**src/nss_pkg.sv**
```systemverilog
// ----------------------------------------------------------------------------
// nss_pkg
// Shared types, sizes and codes for the set-step automaton matcher.
// ----------------------------------------------------------------------------
package nss_pkg;

	localparam int NUM_STATES  = 16;
	localparam int NUM_SYMBOLS = 8;

	localparam int SYM_IDX_W = (NUM_SYMBOLS > 1) ? $clog2(NUM_SYMBOLS) : 1;

	// Fixed field widths of the item, result and configuration words.
	localparam int ACTION_W   = 2;
	localparam int FROM_W     = 4;
	localparam int SYMBOL_W   = 3;
	localparam int MASK_W     = 16;
	localparam int ALPHABET_W = 4;

	localparam int APB_DATA_W = 32;
	localparam int APB_ADDR_W = 3;

	typedef logic [NUM_STATES-1:0] state_mask_t;
	typedef logic [SYM_IDX_W-1:0]  sym_idx_t;

	typedef enum logic [ACTION_W-1:0] {
		ACT_WRITE   = 2'd0,
		ACT_CONSUME = 2'd1,
		ACT_RESTART = 2'd2
	} action_t;

	typedef enum logic {
		REG_ACCEPT_MASK   = 1'b0,
		REG_ALPHABET_SIZE = 1'b1
	} reg_idx_t;

	localparam logic [ALPHABET_W-1:0] ALPHABET_RESET = 4'd8;

	typedef struct packed {
		logic [MASK_W-1:0]     accept_mask;
		logic [ALPHABET_W-1:0] alphabet_size;
	} cfg_t;

	// Shared by every cell of the row: which table column to use this cycle
	// and the row written by a load word.
	typedef struct packed {
		sym_idx_t    sym_idx;
		state_mask_t wr_data;
	} cell_ctrl_t;

	function automatic state_mask_t to_state_mask(input logic [MASK_W-1:0] m);
		state_mask_t r;
		r = '0;
		for (int i = 0; i < NUM_STATES && i < MASK_W; i++) begin
			r[i] = m[i];
		end
		return r;
	endfunction

	function automatic logic [MASK_W-1:0] to_field_mask(input state_mask_t s);
		logic [MASK_W-1:0] r;
		r = '0;
		for (int i = 0; i < NUM_STATES && i < MASK_W; i++) begin
			r[i] = s[i];
		end
		return r;
	endfunction

endpackage

```
**src/nss_if.sv**
```systemverilog
// ----------------------------------------------------------------------------
// nss item and result channels
// Valid/ready channels carrying input words and result words.
// ----------------------------------------------------------------------------
interface nss_item_if;
	import nss_pkg::*;

	logic                  valid;
	logic                  ready;
	logic [ACTION_W-1:0]   action;
	logic [FROM_W-1:0]     from_state;
	logic [SYMBOL_W-1:0]   symbol;
	logic [MASK_W-1:0]     next_mask;

	modport source (output valid, action, from_state, symbol, next_mask, input ready);
	modport sink   (input valid, action, from_state, symbol, next_mask, output ready);
endinterface

interface nss_result_if;
	import nss_pkg::*;

	logic              valid;
	logic              ready;
	logic [MASK_W-1:0] active_mask;
	logic              accepted;
	logic              rejected;

	modport source (output valid, active_mask, accepted, rejected, input ready);
	modport sink   (input valid, active_mask, accepted, rejected, output ready);
endinterface

```
**src/nss_cfg_regs.sv**
```systemverilog
// ----------------------------------------------------------------------------
// nss_cfg_regs
// APB register file holding the accepting mask and the alphabet size.
// ----------------------------------------------------------------------------
module nss_cfg_regs (
	input  logic                           clk,
	input  logic                           arst_n,
	input  logic                           psel,
	input  logic                           penable,
	input  logic                           pwrite,
	input  logic [nss_pkg::APB_ADDR_W-1:0] paddr,
	input  logic [nss_pkg::APB_DATA_W-1:0] pwdata,
	output logic [nss_pkg::APB_DATA_W-1:0] prdata,
	output logic                           pready,
	output nss_pkg::cfg_t                  cfg
);
	import nss_pkg::*;

	logic [MASK_W-1:0]     accept_mask_q;
	logic [ALPHABET_W-1:0] alphabet_size_q;
	logic                  wr_en;
	reg_idx_t              reg_idx;

	assign pready  = 1'b1;
	assign wr_en   = psel & penable & pwrite;
	assign reg_idx = reg_idx_t'(paddr[2]);

	always_ff @(posedge clk or negedge arst_n) begin
		if (!arst_n) begin
			accept_mask_q   <= '0;
			alphabet_size_q <= ALPHABET_RESET;
		end else if (wr_en) begin
			unique case (reg_idx)
				REG_ACCEPT_MASK:   accept_mask_q   <= pwdata[MASK_W-1:0];
				REG_ALPHABET_SIZE: alphabet_size_q <= pwdata[ALPHABET_W-1:0];
				default: ;
			endcase
		end
	end

	always_comb begin
		unique case (reg_idx)
			REG_ACCEPT_MASK:   prdata = APB_DATA_W'(accept_mask_q);
			REG_ALPHABET_SIZE: prdata = APB_DATA_W'(alphabet_size_q);
			default:           prdata = '0;
		endcase
	end

	assign cfg.accept_mask   = accept_mask_q;
	assign cfg.alphabet_size = alphabet_size_q;

endmodule

```
**src/nss_cell.sv**
```systemverilog
// ----------------------------------------------------------------------------
// nss_cell
// One state of the automaton: its successor rows for every symbol, and one
// link of the OR chain that builds the next active set.
// ----------------------------------------------------------------------------
module nss_cell (
	input  logic                 clk,
	input  logic                 arst_n,
	input  nss_pkg::cell_ctrl_t  ctrl,
	input  logic                 wr_en,
	input  logic                 active,
	input  nss_pkg::state_mask_t acc_in,
	output nss_pkg::state_mask_t acc_out
);
	import nss_pkg::*;

	state_mask_t rows_q [NUM_SYMBOLS];

	always_ff @(posedge clk or negedge arst_n) begin
		if (!arst_n) begin
			for (int s = 0; s < NUM_SYMBOLS; s++) begin
				rows_q[s] <= '0;
			end
		end else if (wr_en) begin
			rows_q[ctrl.sym_idx] <= ctrl.wr_data;
		end
	end

	// An active state contributes its row for the current symbol.
	assign acc_out = acc_in | (active ? rows_q[ctrl.sym_idx] : '0);

endmodule

```
**src/nfa_set_step_matcher.sv**
```systemverilog
// ----------------------------------------------------------------------------
// nfa_set_step_matcher
// Bit-parallel automaton simulation over a symbol stream, built as a row of
// per-state cells whose rows are ORed along the chain.
// ----------------------------------------------------------------------------
//
//  channel | direction | handshake         | word
//  --------+-----------+-------------------+-------------------------------------
//  item    | in        | valid/ready       | action, from_state, symbol, next_mask
//  result  | out       | valid/ready       | active_mask, accepted, rejected
//  apb     | in        | psel/penable/prdy | accept_mask (0x0), alphabet_size (0x4)
//
// One word is taken per cycle unless a result is stalled; its result is
// registered and shows in the cycle after acceptance. The OR chain through all
// state cells forms the next active set on acceptance and bounds the clock rate.
// While a result waits, a new word is still taken if result.ready is high.
// Reset clears the table to no transitions and leaves only state 0 active.
//
module nfa_set_step_matcher (
	input  logic                           clk,
	input  logic                           arst_n,
	nss_item_if.sink                       item,
	nss_result_if.source                   result,
	input  logic                           psel,
	input  logic                           penable,
	input  logic                           pwrite,
	input  logic [nss_pkg::APB_ADDR_W-1:0] paddr,
	input  logic [nss_pkg::APB_DATA_W-1:0] pwdata,
	output logic [nss_pkg::APB_DATA_W-1:0] prdata,
	output logic                           pready
);
	import nss_pkg::*;

	cfg_t        cfg;
	cell_ctrl_t  ctrl;
	state_mask_t chain [NUM_STATES+1];
	logic [NUM_STATES-1:0] wr_en;

	state_mask_t       active_q;
	state_mask_t       next_set;
	state_mask_t       accept_states;
	logic              take;
	logic              sym_ok;
	logic              wr_ok;
	action_t           action;

	logic              out_valid_q;
	logic [MASK_W-1:0] active_mask_q;
	logic              accepted_q;
	logic              rejected_q;

	nss_cfg_regs u_cfg (
		.clk     (clk),
		.arst_n  (arst_n),
		.psel    (psel),
		.penable (penable),
		.pwrite  (pwrite),
		.paddr   (paddr),
		.pwdata  (pwdata),
		.prdata  (prdata),
		.pready  (pready),
		.cfg     (cfg)
	);

	assign item.ready = !out_valid_q || result.ready;
	assign take       = item.valid && item.ready;
	assign action     = action_t'(item.action);

	assign ctrl.sym_idx = SYM_IDX_W'(item.symbol);
	assign ctrl.wr_data = to_state_mask(item.next_mask);

	assign wr_ok  = take && (action == ACT_WRITE) && (32'(item.symbol) < NUM_SYMBOLS);
	assign sym_ok = (32'(item.symbol) < 32'(cfg.alphabet_size))
	             && (32'(item.symbol) < NUM_SYMBOLS);

	assign chain[0] = '0;

	for (genvar i = 0; i < NUM_STATES; i++) begin : g_cell
		assign wr_en[i] = wr_ok && (32'(item.from_state) == i);

		nss_cell u_cell (
			.clk     (clk),
			.arst_n  (arst_n),
			.ctrl    (ctrl),
			.wr_en   (wr_en[i]),
			.active  (active_q[i]),
			.acc_in  (chain[i]),
			.acc_out (chain[i+1])
		);
	end

	always_comb begin
		case (action)
			ACT_CONSUME: next_set = sym_ok ? chain[NUM_STATES] : '0;
			ACT_RESTART: next_set = state_mask_t'(1);
			default:     next_set = active_q;
		endcase
	end

	assign accept_states = to_state_mask(cfg.accept_mask);

	always_ff @(posedge clk or negedge arst_n) begin
		if (!arst_n) begin
			active_q    <= state_mask_t'(1);
			out_valid_q <= 1'b0;
		end else begin
			if (take) begin
				active_q    <= next_set;
				out_valid_q <= 1'b1;
			end else if (result.ready) begin
				out_valid_q <= 1'b0;
			end
		end
	end

	always_ff @(posedge clk) begin
		if (take) begin
			active_mask_q <= to_field_mask(next_set);
			accepted_q    <= |(next_set & accept_states);
			rejected_q    <= ~|next_set;
		end
	end

	assign result.valid       = out_valid_q;
	assign result.active_mask = active_mask_q;
	assign result.accepted    = accepted_q;
	assign result.rejected    = rejected_q;

endmodule

```
**src/flat_wrapper.sv**
```systemverilog
// flat-port wrapper written by rule: the top's interface ports become plain ports
module nfa_set_step_matcher_flat import nss_pkg::*;
  (clk, arst_n, psel, penable, pwrite, paddr, pwdata, prdata, pready, item_valid, item_action, item_from_state, item_symbol, item_next_mask, item_ready, result_valid, result_active_mask, result_accepted, result_rejected, result_ready);
  nss_item_if item_i ();
  nss_result_if result_i ();
  input  logic clk;
  input  logic arst_n;
  input  logic psel;
  input  logic penable;
  input  logic pwrite;
  input  logic [nss_pkg::APB_ADDR_W-1:0] paddr;
  input  logic [nss_pkg::APB_DATA_W-1:0] pwdata;
  output logic [nss_pkg::APB_DATA_W-1:0] prdata;
  output logic pready;
  input wire logic [$bits(item_i.valid)-1:0] item_valid;
  input wire logic [$bits(item_i.action)-1:0] item_action;
  input wire logic [$bits(item_i.from_state)-1:0] item_from_state;
  input wire logic [$bits(item_i.symbol)-1:0] item_symbol;
  input wire logic [$bits(item_i.next_mask)-1:0] item_next_mask;
  output wire logic [$bits(item_i.ready)-1:0] item_ready;
  output wire logic [$bits(result_i.valid)-1:0] result_valid;
  output wire logic [$bits(result_i.active_mask)-1:0] result_active_mask;
  output wire logic [$bits(result_i.accepted)-1:0] result_accepted;
  output wire logic [$bits(result_i.rejected)-1:0] result_rejected;
  input wire logic [$bits(result_i.ready)-1:0] result_ready;
  assign item_i.valid = item_valid;
  assign item_i.action = item_action;
  assign item_i.from_state = item_from_state;
  assign item_i.symbol = item_symbol;
  assign item_i.next_mask = item_next_mask;
  assign item_ready = item_i.ready;
  assign result_valid = result_i.valid;
  assign result_active_mask = result_i.active_mask;
  assign result_accepted = result_i.accepted;
  assign result_rejected = result_i.rejected;
  assign result_i.ready = result_ready;
  nfa_set_step_matcher u_core (.clk(clk), .arst_n(arst_n), .item(item_i), .result(result_i), .psel(psel), .penable(penable), .pwrite(pwrite), .paddr(paddr), .pwdata(pwdata), .prdata(prdata), .pready(pready));
endmodule
```
**config.mk**
```make
export PLATFORM = sky130hd
export DESIGN_NAME = nfa_set_step_matcher_flat
export DESIGN_NICKNAME = d
export VERILOG_FILES = /design/src/nss_pkg.sv /design/src/nss_if.sv /design/src/nss_cfg_regs.sv /design/src/nss_cell.sv /design/src/nfa_set_step_matcher.sv /design/src/flat_wrapper.sv
export SDC_FILE = /design/constraint.sdc
export NUM_CORES = 2
export LEC_CHECK = 0
export ABC_AREA = 1
export ABC_CLOCK_PERIOD_IN_PS = 2590
export BUFFER_PORTS_ARGS = -buffer_cell sky130_fd_sc_hd__buf_4
export CAP_MARGIN = 20
export CELL_PAD_IN_SITES_DETAIL_PLACEMENT = 0
export CELL_PAD_IN_SITES_GLOBAL_PLACEMENT = 1
export CORE_MARGIN = 5
export CORE_UTILIZATION = 45
export CTS_CLUSTER_DIAMETER = 50
export CTS_CLUSTER_SIZE = 16
export DETAILED_ROUTE_END_ITERATION = 10
export PLACE_DENSITY = 0.74
export SETUP_SLACK_MARGIN = 0.05
export SLEW_MARGIN = 20
export SYNTH_ARGS = -nofsm -noshare
export SYNTH_HDL_FRONTEND = slang
export SYNTH_SLANG_ARGS = --single-unit
export TNS_END_PERCENT = 30
```
**constraint.sdc**
```tcl
create_clock -name clk -period 2.59 [get_ports clk]
set_input_delay 0.1295 -clock clk [delete_from_list [all_inputs] [get_ports clk]]
set_output_delay 0.1295 -clock clk [all_outputs]
set_load 0.01 [all_outputs]
```
Word-level counts from Yosys, hierarchy flattened

Index checks and enable logic that the tools add are counted.
Widths: inputs -> output; s select.

Logic and storage cells: 291
Output and inout bits: 53
Input bits: 67
Register bits after elaboration: 2103

Muxes and demuxes: 87
Magnitude comparators: 3
Reduce and logical (&&, ||, !) cells: 29
Equal/unequal tests: 17
Bitwise gates (word level): 20

Operators with widths:

| operator           | number |
|---|---|
| $bwmux 128         | 16 |
| $mux 16            | 50 |
| $bmux 16 s3        | 16 |
| $or 16x16->16      | 15 |
| $pmux 32 s2        | 1 |
| $demux 16 s3       | 1 |
| $eq 4x4->1 const B | 8 |
| $pmux 16 s2        | 1 |
| $reduce_or 16->1   | 2 |
| $logic_and 1x1->1  | 19 |
| $and 16x16->16     | 1 |
| $eq 4x3->1 const B | 4 |
| $eq 4x2->1 const B | 2 |
| $eq 4x1->1 const B | 1 |
| $ge 4x4->1 const B | 1 |
| $logic_not 4->1    | 1 |
| $lt 3x4->1         | 1 |
| $lt 4x1->1 const B | 1 |
| $not 3->4          | 1 |
| $reduce_and 2->1   | 2 |
| $and 1x1->1        | 2 |
| $eq 2x1->1 const B | 1 |
| $eq 2x2->1 const B | 1 |
| $logic_not 1->1    | 2 |
| 5 further kinds    | 6 |

Depth between registers and ports, before layout

Depth in word-level cells: 24
Depth in mapped cells: 23
Mapped depth without buffers: 19

Hierarchy

A second synthesis with hierarchy kept.

Cells, all modules: 14509
Area, all modules: 104302.5 um^2

By module, submodules not included:

| module               | seq. area each (um^2) | cells an instance | times used | area an instance (um^2) |
|---|---|---|---|---|
| nss_cell             | 3203.1                | 881               | 16         | 6317.3 |
| nfa_set_step_matcher | 967.2                 | 265               | 1          | 2079.5 |
| nss_cfg_regs         | 501.7                 | 148               | 1          | 1146.1 |

Worst setup path after synthesis

No wires, ideal clock.

Path type: input to register
Start point: input port item_symbol[0]
End point: register u_core.accepted_q (netlist: u_core.result.accepted), data pin
Slack: 0.592 ns
Setup time: 0.254 ns
Stages on the path: 20
Path buffers: 3
Arrival: 1.744 ns
Required time: 2.336 ns
Cell sequence: buf_6 -> buf_6 -> clkbuf_1 -> or2_2 -> nand3_1 -> nand2_1 -> nor2_1 -> nor2_1 -> nor2_1 -> nand2_1 -> nor2_1 -> nand2_1 -> nand2_1 -> nand2_1 -> nand2_1 -> nand2_1 -> inv_2 -> nand2_1 -> nor2_1 -> nand2_1

Longest elaborated chain between the ends: 24
Elaborated cells on any way between the ends: 85
Classes of those cells: order compare: 1; mux: 66; bitwise: 17; reduce/logical: 1

RTL lines:

| element                                     | line                        | source |
|---|---|---|
| start, declared                             | flat_wrapper.sv:18          | `input wire logic [$bits(item_i.symbol)-1:0] item_symbol;` |
| $not 3->4 (implied by the code)             | nss_cell.sv:30              | `assign acc_out = acc_in \| (active ? rows_q[ctrl.sym_idx] : '0);` |
| $bmux 16 s3                                 | nss_cell.sv:30              |  |
| $mux 16 (implied by the code) (2 in series) | nss_cell.sv:30              |  |
| $mux 16                                     | nss_cell.sv:30              |  |
| $or 16x16->16 (15 in series)                | nss_cell.sv:30              |  |
| $mux 16 (*)                                 | nfa_set_step_matcher.sv:94  | `ACT_CONSUME: next_set = sym_ok ? chain[NUM_STATES] : '0;` |
| $pmux 16 s2 (*)                             | nfa_set_step_matcher.sv:93  | `case (action)` |
| net u_core.next_set[7]                      | nfa_set_step_matcher.sv:40  | `state_mask_t next_set;` |
| $and 16x16->16 (*)                          | nfa_set_step_matcher.sv:119 | `accepted_q <= \|(next_set & accept_states);` |
| $reduce_or 16->1 (*)                        | nfa_set_step_matcher.sv:119 |  |
| end signal, assigned                        | nfa_set_step_matcher.sv:119 |  |
| end, declared                               | nfa_set_step_matcher.sv:49  | `logic accepted_q;` |

The timed path passes the listed nets; every way through them passes the cells marked *. The select of a mux whose other input is x is not followed.
A chain may end at the register's enable or synchronous reset.

Worst setup path after layout

Start point: register u_core.active_q[12]
End point: register u_core.active_q[7]

Longest elaborated chain between the ends: 7

RTL lines:

| element                     | line                        | source |
|---|---|---|
| start, declared             | nfa_set_step_matcher.sv:39  | `state_mask_t active_q;` |
| start signal, assigned      | nfa_set_step_matcher.sv:104 | `active_q <= state_mask_t'(1);` |
| start signal, assigned      | nfa_set_step_matcher.sv:108 | `active_q <= next_set;` |
| $mux 16                     | nss_cell.sv:30              |  |
| $or 16x16->16 (4 in series) | nss_cell.sv:30              |  |
| $mux 16                     | nfa_set_step_matcher.sv:94  |  |
| $pmux 16 s2                 | nfa_set_step_matcher.sv:93  |  |
| net u_core.next_set[7]      | nfa_set_step_matcher.sv:40  |  |

The timed path passes the listed nets, and every way through them passes these cells.

==> flow_summary.ini <==
[outcome]
status = finished, final reports clean

[sta]
worst_pin_slew_ns = 0.9515
min_period_ns = 2.588
slew_headroom_pct = 36.41
hold_viol = 0
post-route-period-util_pct = 99.91
finClkSkew_ns = 0.04622
fmax_ghz = 0.3865
finalSetupViolations = 0
slew_violations = 0
rsz0062_at_grt = yes

[routing]
dr_total_vias = 85230
wl_met3_um = 23380
top_layer = met5
wirelength_um = 338700
viasPerCell = 5.375
postRouteAntennaNets = 0
wl_per_cell_um = 21.36
met2WireLength_um = 152100
drt_pass1_iterations = 9
met1Wirelength_um = 149700
drtIter0Drc = 9481
route.detailed.drc = 0

[setup_path]
cp_slowest_stage_delay_ns = 0.54
reg2regPathDepth = 13
critPathMostFrequentCell = nand2_1
worstPathRequired_ns = 3.29
end_kind = flop
rr_endpoint = u_core.active_q[7]
rrSetupSlack_ns = 0.002
cp_slowest_cell = dfrtp_1
regToRegStartpoint = u_core.active_q[12]
path_class = reg2reg
worstPathArrival_ns = 3.29
critPathMaxFanout = 9
critPathLaunchType = flop
cp_cell_sequence = clkinv_1 > nor2_1 > nor2_2 > buf_6 > nand2_1 > nor2_1 > buf_4 > nand2_1 > nand2_1 > nand2_2 > buf_6 > nand2_1 > o21ai_1

[clocking]
clock_path_buffers = 3
cts_root_buf = clkbuf_16
h-tree-depth = 4
cts_tree = yes
clk_latency_ns = 0.89
cts_sinks = 2103
clkTransAtPathRegs_ns = 0.06
numCtsBuffers = 233

[global_route]
grt_use_total_pct = 29.93
grt_overflow = 0
grt_max_degree = 127
antenna_found_initial = 19
grt_pass1_vias = 81760
grt_pass1_wl_um = 519200

[layout]
postLayoutCellArea_um2 = 114800
final_common_cell = nand2_1
n_fill_cell = 20710
final_cell_mix = nand2_1, dfrtp_1, o21ai_0
synthToLayoutAreaGrowth_pct = 17.68
drive_gt1_share_pct = 10.58
seq_area_um2 = 52720
layout.nets = 12870
multiInputGateArea_um2 = 39460

[floorplanning]
chipHeight_um = 475.6
ios = 120
core_um2 = 216500
die_x_um = 475.6
dieArea_um2 = 226200
rows = 171
start_util_pct = 45.06

[hold_path]
worst_hold_startpoint = pwdata[12]
hp-class = in2reg
holdPathEnd = u_core.u_cfg.accept_mask_q[12]
worstHoldPathCells = 4

[yosys]
ys_warn_count = 0
syn_area_per_cell_um2 = 7.651
yosysSeqAreaShare_pct = 54.04
synth-seq-cells = 2103
syn_area_um2 = 97560
synthDistinctLibCells = 30
synthCells = 12750
synth_top_area_cell = dfrtp_1
yosysTopAreaCellShare_pct = 53.43
synthTopCellsByArea = dfrtp_1, nand2_1, o21ai_0, clkbuf_1, nor2_1

[power_and_ir_drop]
ir_worst_vdd_v = 0.0005759
total_power_mw = 76.18
total_leakage_power_nw = 56.56
p_per_area_nw_per_um2 = 663.5

[placement]
dpl_cell_area_um2 = 105700
globalplace.congestion = 0.8993
io_buffers = 84
detailed_place_hpwl_um = 219600

[flow_run]
cap_violations = 0
[metrics by stage]
step / cells / utilization (%) / hold slack [ns] / TNS (ns) / worst slack (ns)
floorplan: 12770 / - / -0.1661 / 0 / 0.5919
global placement: 15360 / 48.79 / 0.08171 / -134.50 / -0.9884
detailed placement: 15360 / 48.83 / 0.06410 / -17.96 / -0.9824
CTS: 15850 / 52.95 / 0.001468 / 0 / 0.02702
global route: 15850 / 53.02 / 0.05622 / -0.1747 / -0.08971
finish: 15860 / 53.02 / 0.05681 / 0 / 0.002423
[metal layers]
layer  up-vias  track usage [%]
li1      40390                -
met1     41490            42.67
met2      2813            46.79
met3       544            4.532
met4         4            10.47
met5         -                0
[final cells by class]
type / instances / area share [%]
Clock inverter: 149 / 1.562
Sequential cell: 2103 / 45.92
Tap cell: 2854 / 3.110
Inverter: 402 / 1.403
Antenna cell: 4 / 0.008719
Timing Repair Buffer: 822 / 7.994
Multi-Input combinational cell: 9233 / 34.37
Clock buffer: 289 / 5.632
[cells in the mapped netlist]
master and number:
conb_1 2, nand3_1 59, a21boi_1 1, and3_1 1, buf_6 7, o211ai_1 309, nor2_2 7, dfstp_2 2
buf_1 34, o21ai_1 201, or2_1 42, inv_2 5, nor4_2 1, ha_1 5, or2_2 71, clkinv_1 18
buf_2 208, nand2_1 5734, edfxtp_1 18, nand4_1 2, inv_1 379, nor2_1 705, dfrtp_1 2083, buf_4 27
a21oi_2 1, clkbuf_1 752, o21ai_0 2049, nand3b_1 1, nand2_2 1, a21oi_1 26
[state kept, by name, summed over array words and instances, names as in the netlist]
name and flops:
u_core.g_cell.u_cell.rows_q 2048, u_core.u_cfg.accept_mask_q 16, u_core.result.active_mask 16, u_core.result.valid 1, u_core.result.accepted 1, u_core.u_cfg.alphabet_size_q 4
u_core.active_q 16, u_core.result.rejected 1
[critical path: cells and delay by family, from the launching register on]
kind                   cells  cell delay [ns]
buffers and inverters      4             0.87
flip-flops                 1             0.54
AND/OR/NAND/NOR            8             0.70
AO/OA/AOI/OAI              1             0.30
[where the power goes]
group	internal (mW)	total [mW]	switching [mW]
Sequential	33.7	34.3	0.552
Combinational	1.99	6.56	4.57
Clock	20.3	35.4	15.0
[cell families (layout without fill, tap and decap cells)]
logic type,after synthesis,count (layout),share of synthesized area [%]
other cells,2,21,0.007698
fa+ha+maj,5,5,0.06413
compound gates,2587,2587,14.07
flops,2103,2103,54.04
buf+inv,1430,1662,5.927
simple gates,6624,6624,25.89
[how the worst max path moves through the flow]
| stage | from | end | slack, ns |
|---|---|---|---|
| final | u_core.active_q[12] | u_core.active_q[7] | 0.002 |
| after global routing | u_core.g_cell[7].u_cell.rows_q[36] | u_core.result.accepted | -0.09 |
| after CTS | u_core.g_cell[12].u_cell.rows_q[37] | u_core.result.rejected | 0.03 |
| after detailed placement | item_symbol[0] | u_core.result.rejected | -0.98 |
| after global placement | item_symbol[0] | u_core.result.rejected | -0.99 |
| after floorplan | item_symbol[0] | u_core.result.accepted | 0.59 |
[timing repair]
| action | in CTS | in global routing |
|---|---|---|
| hold buffers | 49 | 0 |
| pin swaps | 34 | 24 |
| endpoints found under the hold margin | 3412 | 0 |
| setup endpoints to repair | 12 | 23 |
| gates resized for setup | 59 | 46 |
| buffers inserted | 2 | 2 |
No activity file was read; power rests on OpenSTA's default activity.
